### config.mk
export PLATFORM = sky130hd
export DESIGN_NAME = tbp_queue
export DESIGN_NICKNAME = d
export VERILOG_FILES = /design/src/design/tbp_pkg.sv /design/src/design/tbp_queue.sv
export SDC_FILE = /design/constraint.sdc
export NUM_CORES = 1
export LEC_CHECK = 0
export ABC_AREA = 0
export BUFFER_PORTS_ARGS = -buffer_cell sky130_fd_sc_hd__buf_2
export CORE_MARGIN = 5
export CORE_UTILIZATION = 52
export DETAILED_ROUTE_END_ITERATION = 16
export MAX_ROUTING_LAYER = met4
export PLACE_DENSITY = 0.81
export SLEW_MARGIN = 20
export SYNTH_ARGS = -nofsm -noshare
export SYNTH_HDL_FRONTEND = slang
export SYNTH_SLANG_ARGS = --single-unit
### constraint.sdc
create_clock -name i_clk -period 3.5 [get_ports i_clk]
set_clock_uncertainty 0.1 [all_clocks]
set_input_delay 0.35 -clock i_clk [delete_from_list [all_inputs] [get_ports i_clk]]
set_output_delay 0.35 -clock i_clk [all_outputs]
set_load 0.02 [all_outputs]
### src/design/tbp_pkg.sv
package tbp_pkg;

    localparam int FLOW_COUNT_DEF = 256;
    localparam int FRAC_BITS_DEF  = 24;

    localparam int FLOW_IN_W = 8;
    localparam int TIME_W    = 48;
    localparam int SEC_W     = 39;
    localparam int TOKEN_W   = 16;
    localparam int RATE_W    = 32;
    localparam int CFG_W     = 32;
    localparam int CFG_IDX_W = 1;

    localparam logic [RATE_W-1:0]  RATE_RESET  = 32'd83886;
    localparam logic [TOKEN_W-1:0] BURST_RESET = 16'd100;

    // seconds divider: one byte of the millisecond count per step
    localparam int MS_PER_S  = 1000;
    localparam int REM_W     = $clog2(MS_PER_S);
    localparam int DIV_BITS  = 8;
    localparam int DIV_STEPS = TIME_W / DIV_BITS;
    localparam int DIV_CNT_W = $clog2(DIV_STEPS + 1);

    localparam int QDEPTH  = 2;
    localparam int QPTR_W  = $clog2(QDEPTH);
    localparam int QCNT_W  = $clog2(QDEPTH + 1);

    localparam int MOD_ENTRIES = 1 << FLOW_IN_W;
    localparam int MOD_VAL_W   = 16;

    typedef enum logic [CFG_IDX_W-1:0] {
        CFG_REFILL_RATE = 1'b0,
        CFG_BURST_SIZE  = 1'b1
    } t_cfg_reg;

    typedef struct packed {
        logic [REM_W-1:0]    rem;
        logic [DIV_BITS-1:0] quo;
    } t_div_step;

    typedef logic [MOD_ENTRIES-1:0][MOD_VAL_W-1:0] t_mod_table;

    // restoring division by one second, DIV_BITS bits of the dividend per call
    function automatic t_div_step div_step(input logic [REM_W-1:0] rem,
                                           input logic [DIV_BITS-1:0] digits);
        t_div_step        res;
        logic [REM_W:0]   trial;
        logic [REM_W-1:0] r;
        r = rem;
        res.quo = '0;
        for (int b = DIV_BITS - 1; b >= 0; b--) begin
            trial = {r, digits[b]};
            if (trial >= (REM_W + 1)'(MS_PER_S)) begin
                r = REM_W'(trial - (REM_W + 1)'(MS_PER_S));
                res.quo[b] = 1'b1;
            end else begin
                r = trial[REM_W-1:0];
            end
        end
        res.rem = r;
        return res;
    endfunction

    // flow index wrap, worked out once at elaboration by repeated subtraction
    function automatic t_mod_table mod_table(input int unsigned n);
        t_mod_table  tbl;
        int unsigned r;
        for (int i = 0; i < MOD_ENTRIES; i++) begin
            r = i;
            for (int k = 0; k < MOD_ENTRIES; k++) begin
                if (r >= n) begin
                    r = r - n;
                end
            end
            tbl[i] = MOD_VAL_W'(r);
        end
        return tbl;
    endfunction

endpackage

### src/design/tbp_queue.sv
module tbp_queue
    import tbp_pkg::*;
#(
    parameter int DATA_W = 8
) (
    input  logic              i_clk,
    input  logic              i_rst_n,
    input  logic              i_push,
    input  logic [DATA_W-1:0] i_push_data,
    output logic              o_full,
    input  logic              i_pop,
    output logic              o_valid,
    output logic [DATA_W-1:0] o_data
);

    logic [DATA_W-1:0] r_mem [QDEPTH];
    logic [QPTR_W-1:0] r_wr_ptr, n_wr_ptr;
    logic [QPTR_W-1:0] r_rd_ptr, n_rd_ptr;
    logic [QCNT_W-1:0] r_count, n_count;
    logic              do_push, do_pop;

    assign o_full  = (r_count == QCNT_W'(QDEPTH));
    assign o_valid = (r_count != '0);
    assign o_data  = r_mem[r_rd_ptr];
    assign do_push = i_push && !o_full;
    assign do_pop  = i_pop && o_valid;

    always_comb begin
        n_wr_ptr = do_push ? r_wr_ptr + 1'b1 : r_wr_ptr;
        n_rd_ptr = do_pop  ? r_rd_ptr + 1'b1 : r_rd_ptr;
        n_count  = r_count;
        if (do_push && !do_pop) begin
            n_count = r_count + 1'b1;
        end else if (do_pop && !do_push) begin
            n_count = r_count - 1'b1;
        end
    end

    always_ff @(posedge i_clk) begin
        if (!i_rst_n) begin
            r_wr_ptr <= '0;
            r_rd_ptr <= '0;
            r_count  <= '0;
        end else begin
            r_wr_ptr <= n_wr_ptr;
            r_rd_ptr <= n_rd_ptr;
            r_count  <= n_count;
        end
    end

    always_ff @(posedge i_clk) begin
        if (do_push) begin
            r_mem[r_wr_ptr] <= i_push_data;
        end
    end

endmodule

==> results of run 1 <==
cell families after synthesis:
group	Yosys count
AO/OA/AOI/OAI	5
XOR/XNOR	3
adder cells (fa/ha/maj)	1
buffers and inverters	4
flip-flops	21
multiplexers	8
AND/OR/NAND/NOR	9
metrics by stage:
stage               setup WS [ps]  total power (uW)  instance area [um^2]  std cells
finish                       1670               693                   952         91
global route                 1580               744                   952         91
CTS                          1640               699                   952         91
detailed placement           1800               592                   926         87
global placement             1880               585                   926         87
floorplan                    1790               525                   806         51
area by class of cell:
type / count / area (um^2)
Fill cell: 111 / 537
Timing Repair Buffer: 21 / 105
Inverter: 3 / 11.3
Tap cell: 16 / 20.0
Sequential cell: 21 / 581
Multi-Input combinational cell: 26 / 209
Clock buffer: 4 / 26.3
metal layers:
layer	GRT usage, %	wire length (um)	vias up
met5	-	0	-
met4	6.73	14	0
met3	3.36	81	2
met2	17.2	584	15
met1	14.4	537	216
li1	-	-	234
sequential cells by signal (all words and copies together) (netlist names), named ones only:
signal	flops
r_rd_ptr	1
r_count	2
r_mem	16
r_wr_ptr	1
placed cells by master (no fill, tap or decap):
| master | synthesis | final |
|---|---|---|
| buf_2 | 1 | 21 |
| edfxtp_1 | 16 | 16 |
| mux2_2 | 8 | 8 |
| dfxtp_1 | 5 | 5 |
| nor2_1 | 4 | 4 |
| inv_1 | 3 | 3 |
| xor2_1 | 3 | 3 |
| clkbuf_4 | 0 | 3 |
| o21ai_0 | 2 | 2 |
| nand2b_1 | 1 | 1 |
| or2_2 | 1 | 1 |
| and3_1 | 1 | 1 |
| nor3_2 | 1 | 1 |
| a21boi_0 | 1 | 1 |
| o21a_1 | 1 | 1 |
| or3_1 | 1 | 1 |
| a21oi_1 | 1 | 1 |
| ha_1 | 1 | 1 |
| clkbuf_1 | 0 | 1 |
how the worst min path moves through the flow:
stage | end | depth (start not counted)
after floorplan | r_mem[0][0] | 0
after global placement | r_rd_ptr | 2
after detailed placement | flop | 2
after CTS | r_mem[0][0] | 1
after global routing | r_mem[1][6] | 1
final | r_mem[0][0] | 1
worst reg2reg max path: cells and delay by family, from the launching register on:
family	cells	cell delay (ps)
simple gates	3	640
buf+inv	1	80
flops	1	420
fa+ha+maj	1	270
compound gates	1	150
report_power, final:
part	leakage [uW]	switching [uW]	internal (uW)
sequential	0.000191	33.2	318
clock	0.0000150	64.9	44.3
combinational	0.000187	130	102
==> metrics.md, run 1 <==
| Metric | Value |
|---|---|
| Status | `finished, final reports clean` |
| Hold Startpoint | `i_push_data[0]` |
| Drt drc | `0` |
| Clk Latency, worst-skew pair | `290 ps` |
| Period utilization | `52.4%` |
| Synth cell count leaders | `edfxtp_1 (16), mux2_2 (8), dfxtp_1 (5)` |
| Yosys warns | `0` |
| CTS clk-pin slew, worst paths | `110 ps` |
| Port buffer count | `21` |
| Layout cells sized above 1 | `45.3%` |
| Cell count after synthesis | `51` |
| Router iterations before antenna repair | `4` |
| Starting Density | `54.1%` |
| Largest family of logic cells by synthesized area | `multiplexers` |
| Vias | `467` |
| I/O pin total | `22` |
| DR WL/cell | `13.4 um` |
| Post-layout utilization of the core | `63.9%` |
| Post-cts gate resize count | `0` |
| Largest net degree at the start of global routing | `12` |
| R2R depth | `6` |
| Post-synthesis compound-gate area fraction | `3.73%` |
| Count leader, synth | `edfxtp_1` |
| H-tree levels | `1` |
| Crit. End Element | `output pin` |
| Worst r2r dst | `r_count[1]` |
| Arr. time, crit path | `1380 ps` |
| Clock Sink Count | `21` |
| Worst R2R Start | `r_count[0]` |
| CP Data Required Time | `3050 ps` |
| Max VDD drop | `365 uV` |
| Max-slew violations | `0` |
| Post-synthesis mux area share | `11.2%` |
| Post-synthesis register bit count | `21` |
| # setup viols final | `0` |
| Post-synth net total | `64` |
| Gpl congestion | `0.736` |
| Critical path's top delay family | `flip-flops` |
| Hold Buf Count CTS | `0` |
| Height of the die | `49.4 um` |
| Critical Path, Cell by Cell | `mux2_2 -> buf_2` |
| Post-synth EDFFs | `16` |
| Tightest Pin Transition | `699 ps` |
| Largest stage delay on the critical path | `550 ps` |
| Top_reg_cell synth | `edfxtp_1` |
| Adder-cell share of the synthesized area | `1.55%` |
| Row count | `14` |
| Worst hold margin | `143 ps` |
| Maximum clock frequency | `545 MHz` |
| Core ar. | `1490 um^2` |
| Power Dens Cells | `727 nW/um^2` |
| Tot GR Track Use | `11.8%` |
| Simple-gate area share of the yosys netlist | `6.21%` |
| Root buf cell | `clkbuf_4` |
| Total CTS buffers | `3` |
| Total negative slack | `0 ps` |
| Synth area leaders | `edfxtp_1 (60%), dfxtp_1 (12%), mux2_2 (11%), xor2_1 (3.3%), nor2_1 (1.9%)` |
| Post-DRT Antenna Nets | `0` |
| RSZ-0062 raised after global routing | `no` |
| Cell variety after synth | `17` |
| Final nets | `89` |
| Critical path class | `reg -> out` |
| CP bufs+invs | `1` |
| Worst Setup EP | `o_data[1]` |
| Initial antenna violation count | `0` |
| DRT Wirelength | `1220 um` |
| Register area share after synthesis | `72.0%` |
| DRT iter0 DRCs | `2` |
| Vias in the first global route | `474` |
| Syn_area_per_cell | `15.8 um^2` |
| Final hold violations | `0` |
| CP Launch Type | `flop` |
| # Post-CTS Setup Buffers | `0` |
| Xor/xnor share of the synthesized area | `3.26%` |
| Post-synth ARST share | `0%` |
| # diodes | `0` |
| Top-area cell type share of the netlist area | `59.6%` |
| Die span in x | `49.4 um` |
| Vias per Instance | `5.13` |
| GRT overflow | `0` |
| First-pass GRT wire length | `2080 um` |
| CTS tree | `done` |
| R2R Setup Slk | `1780 ps` |
| Worst path depth | `2` |
| Leakage power | `0.000392 uW` |
| Clock Path Buffers | `2` |
| Slowest CP cell | `dfxtp_1` |
| Slew margin rel. | `53.1%` |
| Max-Cap Viols | `0` |
| CP Max Fanout | `8` |
| Full die area | `2440 um^2` |
| HPWL after detailed placement | `902 um` |
| Syn-to-layout area delta | `18.2%` |
| Yosys top cell by area | `edfxtp_1` |
| HP Class | `in -> reg` |
| Fin crit period | `1830 ps` |
| Synth Cell Area | `806 um^2` |
No activity file was read; power rests on OpenSTA's default activity.
==> run 2: changes to the inputs <==
--- a/config.mk
+++ b/config.mk
@@ -8,10 +8,10 @@
 export ABC_AREA = 0
 export BUFFER_PORTS_ARGS = -buffer_cell sky130_fd_sc_hd__buf_2
 export CORE_MARGIN = 5
-export CORE_UTILIZATION = 52
+export CORE_UTILIZATION = 44
 export DETAILED_ROUTE_END_ITERATION = 16
 export MAX_ROUTING_LAYER = met4
-export PLACE_DENSITY = 0.81
+export PLACE_DENSITY = 0.74
 export SLEW_MARGIN = 20
 export SYNTH_ARGS = -nofsm -noshare
 export SYNTH_HDL_FRONTEND = slang
==> constraint.sdc (replaced) <==
create_clock -name i_clk -period 1.6 [get_ports i_clk]
set_clock_uncertainty 0.1 [all_clocks]
set_input_delay 0.16 -clock i_clk [delete_from_list [all_inputs] [get_ports i_clk]]
set_output_delay 0.16 -clock i_clk [all_outputs]
set_load 0.02 [all_outputs]
==> metrics.md, run 2 (synthesis results as in run 1) <==
| Metric | Value |
|---|---|
| Period utilization | `94.8%` |
| Initial antenna violation count | `0 (unchanged)` |
| Largest reg by FF count | `r_mem (unchanged)` |
| Busiest grt layer | `met2 (unchanged)` |
| Height of the die | `52.8 um (was 49.4 um)` |
| Root buf cell | `clkbuf_4 (unchanged)` |
| # setup viols final | `0 (unchanged)` |
| Die span in x | `52.8 um (was 49.4 um)` |
| CTS clk-pin slew, worst paths | `100 ps (was 110 ps)` |
| Slew margin rel. | `74.9% (was 53.1%)` |
| Clock Path Buffers | `2 (unchanged)` |
| HP Class | `in -> reg (unchanged)` |
| Max-Cap Viols | `0 (unchanged)` |
| DR WL/cell | `12.5 um (was 13.4 um)` |
| First-pass GRT wire length | `2150 um (was 2080 um)` |
| Vias | `510 (was 467)` |
| Max VDD drop | `1170 uV (was 365 uV)` |
| HPWL after detailed placement | `1090 um (was 902 um)` |
| Maximum clock frequency | `660 MHz` |
| H-tree levels | `1 (unchanged)` |
| Starting Density | `46.7% (was 54.1%)` |
| M3 GR Usage | `3.42% (was 3.36%)` |
| # diodes | `0 (unchanged)` |
| Vias in the first global route | `562 (was 474)` |
| CP Max Fanout | `4 (was 8)` |
| GR Layer Usage met1 | `10.1% (was 14.4%)` |
| Crit. End Element | `flop (was output pin)` |
| Router iterations before antenna repair | `2 (was 4)` |
| # Post-CTS Setup Buffers | `0 (unchanged)` |
| DRT Wirelength | `1410 um (was 1220 um)` |
| Core ar. | `1730 um^2 (was 1490 um^2)` |
| RSZ-0062 raised after global routing | `yes (was no)` |
| Gpl congestion | `0.688 (was 0.736)` |
| CP Data Required Time | `1720 ps (was 3050 ps)` |
| GRT overflow | `0 (unchanged)` |
| Hold Path Depth | `3 (was 1)` |
| Post-Place Cells | `99 (was 87)` |
| Arr. time, crit path | `1630 ps (was 1380 ps)` |
| Total CTS buffers | `3 (unchanged)` |
| Placement Cell Area | `970 um^2 (was 926 um^2)` |
| Finished Cell Area | `1120 um^2 (was 952 um^2)` |
| Final nets | `101 (was 89)` |
| Clock Sink Count | `21 (unchanged)` |
| Max FFs per register | `16 (unchanged)` |
| Status | `finished, final reports clean (unchanged)` |
| CTS tree | `done (unchanged)` |
| Power Dens Cells | `1480 nW/um^2 (was 727 nW/um^2)` |
| Final hold violations | `0 (unchanged)` |
| Met2 usage in global routing | `22.3% (was 17.2%)` |
| Tightest Pin Transition | `377 ps (was 699 ps)` |
| Clk Latency, worst-skew pair | `280 ps (was 290 ps)` |
| Fill count | `130 (was 111)` |
| Fin crit period | `1520 ps` |
| Port buffer count | `21 (unchanged)` |
| Full die area | `2790 um^2 (was 2440 um^2)` |
| Final std cells w/o fill | `112 (was 91)` |
| Critical path class | `reg -> reg (was reg -> out)` |
| Largest net degree at the start of global routing | `12 (unchanged)` |
| Row count | `15 (was 14)` |
| Syn-to-layout area delta | `38.5% (was 18.2%)` |
| Leakage power | `0.000449 uW (was 0.000392 uW)` |
| Layout cells sized above 1 | `51.7% (was 45.3%)` |
| Tot GR Track Use | `11.2% (was 11.8%)` |
| Vias per Instance | `4.55 (was 5.13)` |
| Post-DRT Antenna Nets | `0 (unchanged)` |
| Commonest non-fill, non-tap cell in the layout | `buf_2 (unchanged)` |
| DRT iter0 DRCs | `2 (unchanged)` |
| Biggest registers after layout | `r_mem: 16 flops, r_count: 2 flops (unchanged)` |
| Most frequent cells in the layout | `buf_2 (21), edfxtp_1 (16), dlygate4sd3_1 (9) (was buf_2 (21), edfxtp_1 (16), mux2_2 (8))` |
| Max-slew violations | `0 (unchanged)` |
| Total negative slack | `0 ps (unchanged)` |
| R2R depth | `7 (was 6)` |
| Drt drc | `0 (unchanged)` |
| CP Launch Type | `flop (unchanged)` |
| I/O pin total | `22 (unchanged)` |
run 2: cell type report:
cell class | instances | area [um^2] | share of cell area, %
flip-flops and latches | 21 | 587 | 52.6
repair buffers | 33 | 218 | 19.5
multi-input cells | 26 | 240 | 21.5
clock buffers | 4 | 26.3 | 2.35
well taps | 25 | 31.3 | 2.80
inverters | 3 | 13.8 | 1.23
run 2: layer usage:
| layer | wire, um | part of all wire [%] |
|---|---|---|
| met5 | 0 | 0 |
| met4 | 6 | 0.43 |
| met3 | 68 | 4.8 |
| met2 | 802 | 57 |
| met1 | 527 | 38 |
run 2: timing repair:
| action | CTS | global route |
|---|---|---|
| gates resized for setup | 5 | 4 |
| pin swaps | 2 | 1 |
| endpoints found under the setup margin | 9 | 1 |
| hold buffers | 9 | 0 |
| endpoints found under the hold margin | 17 | 0 |
run 2: where the power goes:
part	switching, uW	internal, uW	leakage (uW)
combinational	330	306	0.000242
clock	135	96.6	0.0000150
sequential	78.0	707	0.000192
total	543	1110	0.000449
run 2: path summary, 6_finish.rpt:
path / slack, ps / start / endpoint
worst min-delay path: 140 / i_push / r_wr_ptr
worst max register to register: 80 / r_count[0] / r_count[1]
worst min register to register: 440 / r_rd_ptr / flop
worst max-delay path: 80 / r_count[0] / r_count[1]
run 2: metrics by stage:
step / utilization (%) / hold WS [ps] / setup WS [ps] / power, uW
after CTS: 63.3 / 139 / 3.92 / 1650
after global routing: 64.6 / 159 / -9.51 / 1770
after detailed placement: 56.2 / 252 / -63.8 / 1380
after floorplan: - / 159 / 22.0 / 1170
after global placement: 56.2 / 248 / 51.9 / 1340
final: 64.6 / 139 / 84.0 / 1650
run 2: worst max-delay path, stage by stage (launching register included):
cell      delay (ps)
dfxtp_4          370
nand2b_4         150
inv_4             70
nor2_4            40
ha_4             150
xor2_1           140
or3_1            310
a21oi_1          120
