`config.mk`:
```
export PLATFORM = sky130hd
export DESIGN_NAME = tbp_front
export DESIGN_NICKNAME = d
export VERILOG_FILES = /design/src/design/tbp_pkg.sv /design/src/design/tbp_front.sv
export SDC_FILE = /design/constraint.sdc
export NUM_CORES = 1
export LEC_CHECK = 0
export BUFFER_PORTS_ARGS = -buffer_cell sky130_fd_sc_hd__buf_4
export CAP_MARGIN = 20
export CORE_MARGIN = 2
export CORE_UTILIZATION = 44
export CTS_BUF_LIST = sky130_fd_sc_hd__clkbuf_4 sky130_fd_sc_hd__clkbuf_8
export DETAILED_ROUTE_END_ITERATION = 6
export PLACE_DENSITY = 0.71
export SETUP_SLACK_MARGIN = 0.15
export SLEW_MARGIN = 20
export SYNTH_ARGS = -nofsm -noshare
export SYNTH_HDL_FRONTEND = slang
export SYNTH_SLANG_ARGS = --single-unit
```
`constraint.sdc`:
```
create_clock -name i_clk -period 9.2 [get_ports i_clk]
set_input_delay 0.46 -clock i_clk [delete_from_list [all_inputs] [get_ports i_clk]]
set_output_delay 0.46 -clock i_clk [all_outputs]
set_load 0.01 [all_outputs]
```
`src/design/tbp_pkg.sv`:
```
package tbp_pkg;

    localparam int FLOW_COUNT_DEF = 256;
    localparam int FRAC_BITS_DEF  = 24;

    localparam int FLOW_IN_W = 8;
    localparam int TIME_W    = 48;
    localparam int SEC_W     = 39;
    localparam int TOKEN_W   = 16;
    localparam int RATE_W    = 32;
    localparam int CFG_W     = 32;
    localparam int CFG_IDX_W = 1;

    localparam logic [RATE_W-1:0]  RATE_RESET  = 32'd83886;
    localparam logic [TOKEN_W-1:0] BURST_RESET = 16'd100;

    // seconds divider: one byte of the millisecond count per step
    localparam int MS_PER_S  = 1000;
    localparam int REM_W     = $clog2(MS_PER_S);
    localparam int DIV_BITS  = 8;
    localparam int DIV_STEPS = TIME_W / DIV_BITS;
    localparam int DIV_CNT_W = $clog2(DIV_STEPS + 1);

    localparam int QDEPTH  = 2;
    localparam int QPTR_W  = $clog2(QDEPTH);
    localparam int QCNT_W  = $clog2(QDEPTH + 1);

    localparam int MOD_ENTRIES = 1 << FLOW_IN_W;
    localparam int MOD_VAL_W   = 16;

    typedef enum logic [CFG_IDX_W-1:0] {
        CFG_REFILL_RATE = 1'b0,
        CFG_BURST_SIZE  = 1'b1
    } t_cfg_reg;

    typedef struct packed {
        logic [REM_W-1:0]    rem;
        logic [DIV_BITS-1:0] quo;
    } t_div_step;

    typedef logic [MOD_ENTRIES-1:0][MOD_VAL_W-1:0] t_mod_table;

    // restoring division by one second, DIV_BITS bits of the dividend per call
    function automatic t_div_step div_step(input logic [REM_W-1:0] rem,
                                           input logic [DIV_BITS-1:0] digits);
        t_div_step        res;
        logic [REM_W:0]   trial;
        logic [REM_W-1:0] r;
        r = rem;
        res.quo = '0;
        for (int b = DIV_BITS - 1; b >= 0; b--) begin
            trial = {r, digits[b]};
            if (trial >= (REM_W + 1)'(MS_PER_S)) begin
                r = REM_W'(trial - (REM_W + 1)'(MS_PER_S));
                res.quo[b] = 1'b1;
            end else begin
                r = trial[REM_W-1:0];
            end
        end
        res.rem = r;
        return res;
    endfunction

    // flow index wrap, worked out once at elaboration by repeated subtraction
    function automatic t_mod_table mod_table(input int unsigned n);
        t_mod_table  tbl;
        int unsigned r;
        for (int i = 0; i < MOD_ENTRIES; i++) begin
            r = i;
            for (int k = 0; k < MOD_ENTRIES; k++) begin
                if (r >= n) begin
                    r = r - n;
                end
            end
            tbl[i] = MOD_VAL_W'(r);
        end
        return tbl;
    endfunction

endpackage

```
`src/design/tbp_front.sv`:
```
module tbp_front
    import tbp_pkg::*;
#(
    parameter int FLOW_COUNT = FLOW_COUNT_DEF,
    localparam int FW = (FLOW_COUNT > 1) ? $clog2(FLOW_COUNT) : 1,
    localparam int QW = FW + TIME_W + SEC_W
) (
    input  logic                 i_clk,
    input  logic                 i_rst_n,
    input  logic                 i_in_valid,
    output logic                 o_in_stall,
    input  logic [FLOW_IN_W-1:0] i_flow_index,
    input  logic [TIME_W-1:0]    i_now_ms,
    input  logic                 i_clearing,
    output logic                 o_push,
    output logic [QW-1:0]        o_push_data,
    input  logic                 i_full
);

    localparam t_mod_table MOD_TABLE = mod_table(FLOW_COUNT);

    typedef enum logic [2:0] {
        F_IDLE = 3'b001,
        F_DIV  = 3'b010,
        F_PUSH = 3'b100
    } t_front_state;

    t_front_state         r_state, n_state;
    logic [DIV_CNT_W-1:0] r_cnt, n_cnt;
    logic [FW-1:0]        r_flow;
    logic [TIME_W-1:0]    r_now;
    logic [TIME_W-1:0]    r_num;
    logic [TIME_W-1:0]    r_quo;
    logic [REM_W-1:0]     r_rem;
    logic                 accept;
    t_div_step            step;

    assign o_in_stall  = (r_state != F_IDLE) || i_clearing;
    assign accept      = i_in_valid && !o_in_stall;
    assign step        = div_step(r_rem, r_num[TIME_W-1 -: DIV_BITS]);
    assign o_push      = (r_state == F_PUSH);
    assign o_push_data = {r_flow, r_now, r_quo[SEC_W-1:0]};

    always_comb begin
        n_state = r_state;
        n_cnt   = r_cnt;
        case (r_state)
            F_IDLE: begin
                n_cnt = '0;
                if (accept) begin
                    n_state = F_DIV;
                end
            end
            F_DIV: begin
                n_cnt = r_cnt + 1'b1;
                if (r_cnt == DIV_CNT_W'(DIV_STEPS - 1)) begin
                    n_state = F_PUSH;
                end
            end
            F_PUSH: begin
                if (!i_full) begin
                    n_state = F_IDLE;
                end
            end
            default: n_state = F_IDLE;
        endcase
    end

    always_ff @(posedge i_clk) begin
        if (!i_rst_n) begin
            r_state <= F_IDLE;
            r_cnt   <= '0;
        end else begin
            r_state <= n_state;
            r_cnt   <= n_cnt;
        end
    end

    always_ff @(posedge i_clk) begin
        if (accept) begin
            r_flow <= MOD_TABLE[i_flow_index][FW-1:0];
            r_now  <= i_now_ms;
            r_num  <= i_now_ms;
            r_quo  <= '0;
            r_rem  <= '0;
        end else if (r_state == F_DIV) begin
            r_num <= r_num << DIV_BITS;
            r_quo <= {r_quo[TIME_W-DIV_BITS-1:0], step.quo};
            r_rem <= step.rem;
        end
    end

endmodule

```
==> out/qor.yml, run 1 <==
min_from: "i_flow_index[1]"
synthArstFlopShare_pct: 0
pre_cts_ws_ns: 2.231
via_per_inst: 5.588
whs_path_depth: 1
rows: 50
min_to: "r_flow[1]"
drt-total-wl_um: 21460
crit_fanout: 11
cts_buffer_depth: 2
synth_top_cell_by_area: "edfxtp_1"
regToRegStartpoint: "r_rem[2]"
status: "complete, no violations"
worstPathRequired_ns: 9.53
setup_slack_ns: 2.085
drtIter0Drc: 488
cap_violations: 0
period_needed_ns: 7.115
worst_path_dominant_cell_family: "compound AO/OA/AOI/OAI gates"
clock-sinks: 159
vias: 7164
reg2reg_to: "r_rem[4]"
clk-insertion-delay-late_ns: 0.44
slowest_stage: "a31oi_1"
setup-tns-final_ns: 0
finalNetCount: 1074
hold_viol_final: 0
area_growth_pct: 21.02
h-tree-depth: 4
setup_violations: 0
synthCells: 872
initial_utilization_pct: 45.24
synth_area_um2: 8518
worstMarginPinSlew_ns: 1.037
rsz0062_at_grt: "false"
critical_path_class: "flip-flop to flip-flop"
power_density_nw_per_um2: 156.7
fillers: 1718
die_y_um: 143.1
fin_crit_sh_pct: 77.33
fin_cells: 1282
cts_resized: 0
synthFlopType: "edfxtp_1"
avgSynthCellArea_um2: 9.769
fin_skew_ns: 0.01674
yosysWarnings: 0
yosysUniqueCellTypes: 102
ir_drop_mv: 0.1152
grt_antenna_before_repair: 0
crit_buf_inv: 1
clk_pin_slew_worst_paths_ns: 0.10
route.detailed.drc: 0
drive_gt1_share_pct: 25.54
place_area_um2: 9876
finalWeightedCongestion: 0.9140
layout_common_cells: "nand2_1, buf_4, edfxtp_1"
antenna_left: 0
final_area_um2: 10310
fp.dieArea_um2: 20490
seq_area_frac_synth_pct: 49.59
ff2ff_path_depth: 23
die_w_um: 143.1
worst_ep_arrival_time_ns: 7.45
cts_tree: "done"
synth-edff-count: 104
cts_made_buffers: 17
boundaryPins: 158
reg2reg_setup_slack_ns: 2.09
max_slew_margin_pct: 30.57
grt_max_degree: 70
grt_pass1_wl_um: 34850
synth-seq-cells: 159
post_cts_buffers: 0
cts_root_buf: "clkbuf_8"
grt_pass1_vias: 6847
slowest_delay_ns: 0.88
wl_per_cell_um: 16.74
drv_slew: 0
crit_chain: "inv_1 > ha_1 > and3b_1 > a311oi_4 > nor4_2 > o221ai_2 > nand4_1 > nand2_1 > a31oi_1 > o211ai_1 > o2bb2ai_1 > mux2i_1 > nor2_1 > a32oi_1 > a32oi_2 > a2111oi_2 > a311o_1 > a21oi_2 > mux2i_2 > a2111oi_4 > o211ai_2 > xnor2_1 > a22o_1"
cts_hold_buf: 0
startpoint_type: "flip-flop"
fmax_mhz: 140.6
core_region_area_um2: 18830
worstHoldPathType: "primary input to flip-flop"
track_usage_pct: 21.28
syn_nets: 936
grt.overflow.total: 0
synth_top_area_share_pct: 36.66
final_core_util_pct: 54.74
dr.pass1.iters: 5
port_buffers: 157
cp-end-kind: "flip-flop"
synth.area.top_cells: "edfxtp_1, dfxtp_1, nand2_1, o21ai_0, nor2_1"
final_common_cell: "nand2_1"
hpwl_um: 15410
power.leakage_nw: 3.895
diodes: 0
post-place-cells: 1251
## worst max path at each step
stage | from | end | depth (start not counted)
after floorplan | r_rem[2] | r_rem[4] | 25
after global placement | r_rem[2] | r_rem[4] | 23
after detailed placement | r_rem[2] | r_rem[4] | 23
after CTS | r_rem[2] | r_rem[4] | 23
after global routing | r_rem[2] | r_rem[4] | 23
final | r_rem[2] | r_rem[4] | 23
## flip-flops by register name, summed over array words and instances, names as in the netlist
name	cells
r_flow	8
r_num	48
r_quo	39
r_cnt	3
r_now	48
r_state	3
r_rem	10
## logic make-up after synthesis
| kind of cell | Yosys count | synth area share, % |
|---|---|---|
| mux | 19 | 2.365 |
| fa+ha+maj | 5 | 0.6757 |
| xor+xnor | 22 | 2.791 |
| compound gates | 229 | 21.31 |
| simple gates | 379 | 20.24 |
| buf+inv | 59 | 3.026 |
| flops | 159 | 49.59 |
## synthesized netlist by cell type (12+ instances only)
| cell type | instances |
|---|---|
| nor3_1 | 13 |
| xnor2_1 | 15 |
| clkbuf_1 | 27 |
| nand3_1 | 12 |
| nand2_1 | 237 |
| dfxtp_1 | 55 |
| inv_1 | 14 |
| and3_1 | 14 |
| edfxtp_1 | 104 |
| o21ai_0 | 61 |
| mux2i_1 | 12 |
| a21oi_1 | 23 |
| nor2_1 | 37 |
| o211ai_1 | 12 |
## metrics by stage
step | hold WS [ns] | total power [W]
floorplan | 0.4176 | 0.0009882
global placement | 0.4300 | 0.001070
detailed placement | 0.4430 | 0.001071
CTS | 0.1531 | 0.001623
global route | 0.1435 | 0.001680
finish | 0.1857 | 0.001615
## cell type report
class                   count  area, µm²  share of cell area (%)
flip-flops and latches    159       4224                   40.98
clock buffers              17      234.0                   2.270
well taps                 260      325.3                   3.156
multi-input cells         654       4044                   39.23
repair buffers            163       1224                   11.87
clock inverters            14      198.9                   1.930
inverters                  15      58.81                  0.5705
## metal layers
metal | up-vias | wire length [µm] | share of wire [%] | global-route usage [%]
met4 | 0 | 271 | 1.3 | 5.472
met3 | 24 | 1566 | 7.3 | 6.137
met1 | 3393 | 9396 | 44 | 28.44
met5 | - | 0 | 0 | 0
met2 | 247 | 10220 | 48 | 34.05
li1 | 3500 | - | - | -
## report_power, final
part | internal [W] | total (W) | switching (W)
clock | 0.000278 | 0.000557 | 0.000280
sequential | 0.000793 | 0.000811 | 0.0000186
combinational | 0.0000963 | 0.000247 | 0.000151
total | 0.00117 | 0.00162 | 0.000449
(Power assumes the default switching activity.)
==> run 2: changes to the inputs <==
--- a/config.mk
+++ b/config.mk
@@ -11,7 +11,7 @@
 export CORE_UTILIZATION = 44
 export CTS_BUF_LIST = sky130_fd_sc_hd__clkbuf_4 sky130_fd_sc_hd__clkbuf_8
 export DETAILED_ROUTE_END_ITERATION = 6
-export PLACE_DENSITY = 0.71
+export PLACE_DENSITY = 0.73
 export SETUP_SLACK_MARGIN = 0.15
 export SLEW_MARGIN = 20
 export SYNTH_ARGS = -nofsm -noshare
==> constraint.sdc (replaced) <==
create_clock -name i_clk -period 6.3 [get_ports i_clk]
set_input_delay 0.315 -clock i_clk [delete_from_list [all_inputs] [get_ports i_clk]]
set_output_delay 0.315 -clock i_clk [all_outputs]
set_load 0.01 [all_outputs]
==> out/qor.yml, run 2 (synthesized netlist as in run 1, its figures left out) <==
top_regs: "r_now x48, r_num x48, r_quo x39"  # unchanged
critical_path_class: "flip-flop to flip-flop"  # unchanged
wl_per_cell_um: 16.86  # was 16.74 µm
layout_common_cells: "nand2_1, buf_4, edfxtp_1"  # unchanged
route.detailed.drc: 0  # unchanged
finalNetCount: 1128  # was 1074
grt_antenna_before_repair: 0  # unchanged
finalWeightedCongestion: 0.9172  # was 0.9140
drive_gt1_share_pct: 32.68  # was 25.54%
fin_crit_sh_pct: 94.70  # was 77.33%
fp.dieArea_um2: 20490  # unchanged
crit_fanout: 8  # was 11
dr.pass1.iters: 5  # unchanged
pre_cts_ws_ns: -0.04523  # was 2.231 ns
hold_slack_ns: 0.03287  # was 0.1857 ns
setup_violations: 0  # unchanged
crit_chain: "inv_1 > ha_4 > and3b_2 > a311oi_4 > buf_4 > nor4_4 > o221ai_2 > nand4_1 > nand2_2 > a31o_4 > a32oi_4 > a22oi_2 > mux2_4 > a211oi_4 > nor2_4 > a21o_1 > a21oi_4 > mux2_2 > a21oi_2 > nor2_1 > a2111oi_4 > o211ai_2 > xnor2_1 > a22o_1"  # was inv_1 > ha_1 > and3b_1 > a311oi_4 > nor4_2 > o221ai_2 > nand4_1 > nand2_1 > a31oi_1 > o211ai_1 > o2bb2ai_1 > mux2i_1 > nor2_1 > a32oi_1 > a32oi_2 > a2111oi_2 > a311o_1 > a21oi_2 > mux2i_2 > a2111oi_4 > o211ai_2 > xnor2_1 > a22o_1
hold_viol_final: 0  # unchanged
rows: 50  # unchanged
slowest_delay_ns: 0.42  # was 0.88 ns
worstPathRequired_ns: 6.64  # was 9.53 ns
vias: 7422  # was 7164
regToRegStartpoint: "r_rem[3]"  # was r_rem[2]
via_per_inst: 5.551  # was 5.588
final_common_cell: "nand2_1"  # unchanged
track_usage_pct: 21.68  # was 21.28%
clk-insertion-delay-late_ns: 0.45  # was 0.44 ns
port_buffers: 157  # unchanged
reg2reg_setup_slack_ns: 0.33  # was 2.09 ns
whs_path_depth: 1  # unchanged
status: "complete, no violations"  # unchanged
min_to: "r_flow[1]"  # unchanged
grt_max_degree: 75  # was 70
cts_tree: "done"  # unchanged
ir_drop_mv: 0.1546  # was 0.1152 mV
cts_made_buffers: 17  # unchanged
drv_slew: 0  # unchanged
power.leakage_nw: 4.224  # was 3.895 nW
fin_skew_ns: 0.01611  # was 0.01674 ns
die_w_um: 143.1  # unchanged
min_from: "i_flow_index[1]"  # unchanged
grt_pass1_vias: 6934  # was 6847
cts_root_buf: "clkbuf_8"  # unchanged
drtIter0Drc: 517  # was 488
die_y_um: 143.1  # unchanged
max_slew_margin_pct: 28.35  # was 30.57%
cap_violations: 0  # unchanged
period_needed_ns: 5.966  # was 7.115 ns
fmax_mhz: 167.6  # was 140.6 MHz
setup_slack_ns: 0.3337  # was 2.085 ns
ff2ff_path_depth: 24  # was 23
rsz0062_at_grt: "true"  # was false
hpwl_um: 15700  # was 15410 µm
slowest_stage: "mux2_2"  # was a31oi_1
reg2reg_to: "r_rem[4]"  # unchanged
core_region_area_um2: 18830  # unchanged
clock-sinks: 159  # unchanged
initial_utilization_pct: 45.24  # unchanged
worstHoldPathType: "primary input to flip-flop"  # unchanged
clk_pin_slew_worst_paths_ns: 0.10  # about the same
diodes: 0  # unchanged
startpoint_type: "flip-flop"  # unchanged
h-tree-depth: 4  # unchanged
p_total_w: 0.002372  # was 0.001615 W
worstMarginPinSlew_ns: 1.071  # was 1.037 ns
power_density_nw_per_um2: 214.1  # was 156.7 nW/µm²
boundaryPins: 158  # unchanged
grt.overflow.total: 0  # unchanged
area_growth_pct: 30.08  # was 21.02%
worst_ep_arrival_time_ns: 6.31  # was 7.45 ns
grt_pass1_wl_um: 35220  # was 34850 µm
cts_buffer_depth: 2  # unchanged
antenna_left: 0  # unchanged
cp-end-kind: "flip-flop"  # unchanged
drt-total-wl_um: 22540  # was 21460 µm
-- run 2: how the worst max path moves through the flow --
stage | to | slack [ns] | startpoint | cells after the start
5_1_grt | r_rem[5] | -0.04 | r_rem[3] | 25
3_5_place_dp | r_rem[5] | -0.05 | r_rem[3] | 23
4_1_cts | r_rem[5] | 0.14 | r_rem[2] | 23
6_report | r_rem[4] | 0.33 | r_rem[3] | 24
3_3_place_gp | r_rem[5] | 0.06 | r_rem[3] | 23
2_1_floorplan | r_rem[4] | 0.24 | r_rem[2] | 25
-- run 2: timing repair --
| item | CTS | global route |
|---|---|---|
| buffers inserted | 6 | 16 |
| setup endpoints to repair | 8 | 8 |
| pin swaps | 4 | 20 |
| hold buffers | 0 | 6 |
| gates resized for setup | 15 | 57 |
| hold endpoints to repair | 0 | 6 |
-- run 2: layout make-up --
cell class              instances  area, µm²
fillers                      1572       7750
multi-input cells             654       4418
flip-flops and latches        159       4228
repair buffers                217       1644
well taps                     260      325.3
clock buffers                  18      241.5
clock inverters                14      165.2
inverters                      15      58.81
-- run 2: metal layers --
layer,part of all wire (%),track usage [%],vias to the layer above
li1,-,-,3589
met1,42,28.66,3552
met2,49,35.03,253
met3,7.2,5.500,28
met4,1.4,6.774,0
met5,0,0,-
-- run 2: critical path: cells and delay by family (launching register included) --
| kind | cells | cell delay [ns] |
|---|---|---|
| muxes | 2 | 0.78 |
| adders and majority gates | 1 | 0.16 |
| xor gates and xnor gates | 1 | 0.15 |
| DFF | 1 | 0.37 |
| buffers and inverters | 2 | 0.28 |
| AOI/OAI and AO/OA | 12 | 3.08 |
| and+or+nand+nor | 6 | 1.02 |
-- run 2: report_power, final --
group | leakage (nW) | switching (W) | internal, W
logic | 2.60 | 0.000251 | 0.000181
clock network | 0.204 | 0.000421 | 0.000339
registers | 1.42 | 0.0000231 | 0.00116
total | 4.22 | 0.000695 | 0.00168
-- run 2: metrics by stage --
stage | utilization (%) | std cells | TNS [ns] | cell area, µm²
after CTS | 56.35 | 1315 | 0 | 10610
after floorplan | - | 872 | 0 | 8518
after global routing | 58.84 | 1337 | -0.03605 | 11080
after detailed placement | 53.48 | 1277 | -0.07564 | 10070
after global placement | 53.48 | 1277 | 0 | 10070
final | 58.84 | 1337 | 0 | 11080
==> run 3: changes to the inputs <==
--- a/config.mk
+++ b/config.mk
@@ -11,7 +11,7 @@
 export CORE_UTILIZATION = 44
 export CTS_BUF_LIST = sky130_fd_sc_hd__clkbuf_4 sky130_fd_sc_hd__clkbuf_8
 export DETAILED_ROUTE_END_ITERATION = 6
-export PLACE_DENSITY = 0.73
+export PLACE_DENSITY = 0.71
 export SETUP_SLACK_MARGIN = 0.15
 export SLEW_MARGIN = 20
 export SYNTH_ARGS = -nofsm -noshare
==> constraint.sdc (replaced) <==
create_clock -name i_clk -period 6.07 [get_ports i_clk]
set_input_delay 0.3035 -clock i_clk [delete_from_list [all_inputs] [get_ports i_clk]]
set_output_delay 0.3035 -clock i_clk [all_outputs]
set_load 0.01 [all_outputs]
==> out/qor.yml, run 3 (synthesized netlist as in run 1, its figures left out) <==
status: "finished with violations"  # was complete, no violations
violations: "setup timing"
power_density_nw_per_um2: 213.6  # was 214.1 nW/µm²
via_per_inst: 5.658  # was 5.551
cts_buffer_depth: 2  # unchanged
grt_pass1_vias: 7303  # was 6934
cp-end-kind: "flip-flop"  # unchanged
fmax_mhz: 163.4  # was 167.6 MHz
clk-insertion-delay-late_ns: 0.45  # about the same
setup_slack_ns: -0.04940  # was 0.3337 ns
diodes: 0  # unchanged
fin_crit_sh_pct: 100.8  # was 94.70%
clk_pin_slew_worst_paths_ns: 0.09  # was 0.10 ns
layout_common_cells: "buf_4, nand2_1, edfxtp_1"  # was nand2_1, buf_4, edfxtp_1
h-tree-depth: 4  # unchanged
finalNetCount: 1158  # was 1128
setup_violations: 2  # was 0
cap_violations: 0  # unchanged
final_common_cell: "buf_4"  # was nand2_1
drtIter0Drc: 634  # was 517
startpoint_type: "flip-flop"  # unchanged
power.leakage_nw: 4.366  # was 4.224 nW
wl_per_cell_um: 17.29  # was 16.86 µm
critical_path_class: "flip-flop to flip-flop"  # unchanged
grt_pass1_wl_um: 37180  # was 35220 µm
rsz0062_at_grt: "true"  # unchanged
finalWeightedCongestion: 0.9319  # was 0.9172
port_buffers: 157  # unchanged
cts_made_buffers: 17  # unchanged
initial_utilization_pct: 45.24  # unchanged
worst_ep_arrival_time_ns: 6.46  # was 6.31 ns
hpwl_um: 16080  # was 15700 µm
cts_tree: "done"  # unchanged
boundaryPins: 158  # unchanged
route.detailed.drc: 0  # unchanged
fp.dieArea_um2: 20490  # unchanged
period_needed_ns: 6.119  # was 5.966 ns
worstPathRequired_ns: 6.41  # was 6.64 ns
fin_skew_ns: 0.01583  # was 0.01611 ns
worstHoldPathType: "primary input to flip-flop"  # unchanged
clock-sinks: 159  # unchanged
core_region_area_um2: 18830  # unchanged
antenna_left: 0  # unchanged
crit_fanout: 9  # was 8
drv_slew: 0  # unchanged
p_total_w: 0.002423  # was 0.002372 W
rows: 50  # unchanged
dr.pass1.iters: 5  # unchanged
track_usage_pct: 22.65  # was 21.68%
grt_max_degree: 105  # was 75
top_regs: "r_now x48, r_num x48, r_quo x39"  # unchanged
drt-total-wl_um: 23630  # was 22540 µm
worstMarginPinSlew_ns: 1.025  # was 1.071 ns
drive_gt1_share_pct: 34.87  # was 32.68%
area_growth_pct: 33.12  # was 30.08%
grt.overflow.total: 0  # unchanged
hold_viol_final: 0  # unchanged
grt_antenna_before_repair: 0  # unchanged
die_w_um: 143.1  # unchanged
pre_cts_ws_ns: -0.04863  # was -0.04523 ns
max_slew_margin_pct: 31.57  # was 28.35%
vias: 7735  # was 7422
die_y_um: 143.1  # unchanged
ir_drop_mv: 0.1640  # was 0.1546 mV
cts_root_buf: "clkbuf_8"  # unchanged
[run 3: changes by cell type in the layout (fill, tap and decap cells not counted), moves of 3 or more]
| cell | change |
|---|---|
| buf_4 | +26 |
| dfxtp_2 | +3 |
| clkinvlp_4 | +3 |
| inv_6 | -3 |
[run 3: area by class of cell]
class                      instances  area, µm²
multi-input combinational        655       4481
fill                            1549       7491
timing repair buffer             246       1882
clock inverter                    14      123.9
sequential                       159       4228
inverter                          15      58.81
clock buffer                      18      241.5
tap                              260      325.3
[run 3: critical path: stages (launching register included)]
cell and delay [ns]:
dfxtp_1 0.53, and4bb_4 0.32, a311oi_4 0.13, buf_4 0.17
o31a_1 0.34, o31a_1 0.42, o22ai_4 0.26, and3_2 0.25
o22a_1 0.26, buf_4 0.23, nor2_1 0.08, mux2_4 0.35
nor4_1 0.40, a32oi_1 0.16, a32oi_2 0.33, a2111oi_4 0.08
a311o_1 0.38, a21oi_4 0.16, mux2i_2 0.11, buf_4 0.17
a2111oi_4 0.41, o211ai_2 0.15, xnor2_1 0.15, a22o_1 0.17
[run 3: power by group]
| part | total (W) | internal [W] | switching, W | leakage [nW] |
|---|---|---|---|---|
| Clock | 0.000721 | 0.000301 | 0.000419 | 0.174 |
| Sequential | 0.00123 | 0.00120 | 0.0000237 | 1.42 |
| Combinational | 0.000476 | 0.000203 | 0.000273 | 2.78 |
[run 3: repair_timing]
item | in CTS | in global routing
hold endpoints to repair | 6 | 0
endpoints found under the setup margin | 6 | 8
pin swaps | 6 | 38
hold buffers | 6 | 0
buffers inserted | 7 | 37
cloned | 1 | 0
gates resized for setup | 29 | 42
[run 3: final timing paths]
path / slack [ns] / cells after the start / end / startpoint
max: -0.05 / 23 / r_rem[4] / r_rem[5]
min: 0.03 / 1 / r_flow[7] / i_flow_index[7]
max reg2reg: -0.05 / 23 / r_rem[4] / r_rem[5]
min reg2reg: 0.46 / 2 / r_rem[0] / r_num[40]
[run 3: metrics by stage]
step / setup TNS, ns / std cells / hold WS (ns) / cell area, µm² / utilization [%]
2_1_floorplan: 0 / 872 / 0.3797 / 8577 / -
3_3_place_gp: 0 / 1284 / 0.4320 / 10180 / 54.06
3_5_place_dp: -0.1124 / 1284 / 0.4367 / 10180 / 54.06
4_1_cts: 0 / 1330 / 0.0004889 / 10840 / 57.58
5_1_grt: -1.121 / 1367 / 0.01033 / 11340 / 60.22
6_report: -0.07246 / 1367 / 0.03232 / 11340 / 60.22
[run 3: per-layer routing]
layer  global-route usage [%]  up-vias  part of all wire [%]
met1                    29.16     3672                    41
met4                    7.660        0                   2.7
li1                         -     3657                     -
met3                    5.701       58                   7.7
met5                        0        -                     0
met2                    37.30      348                    49
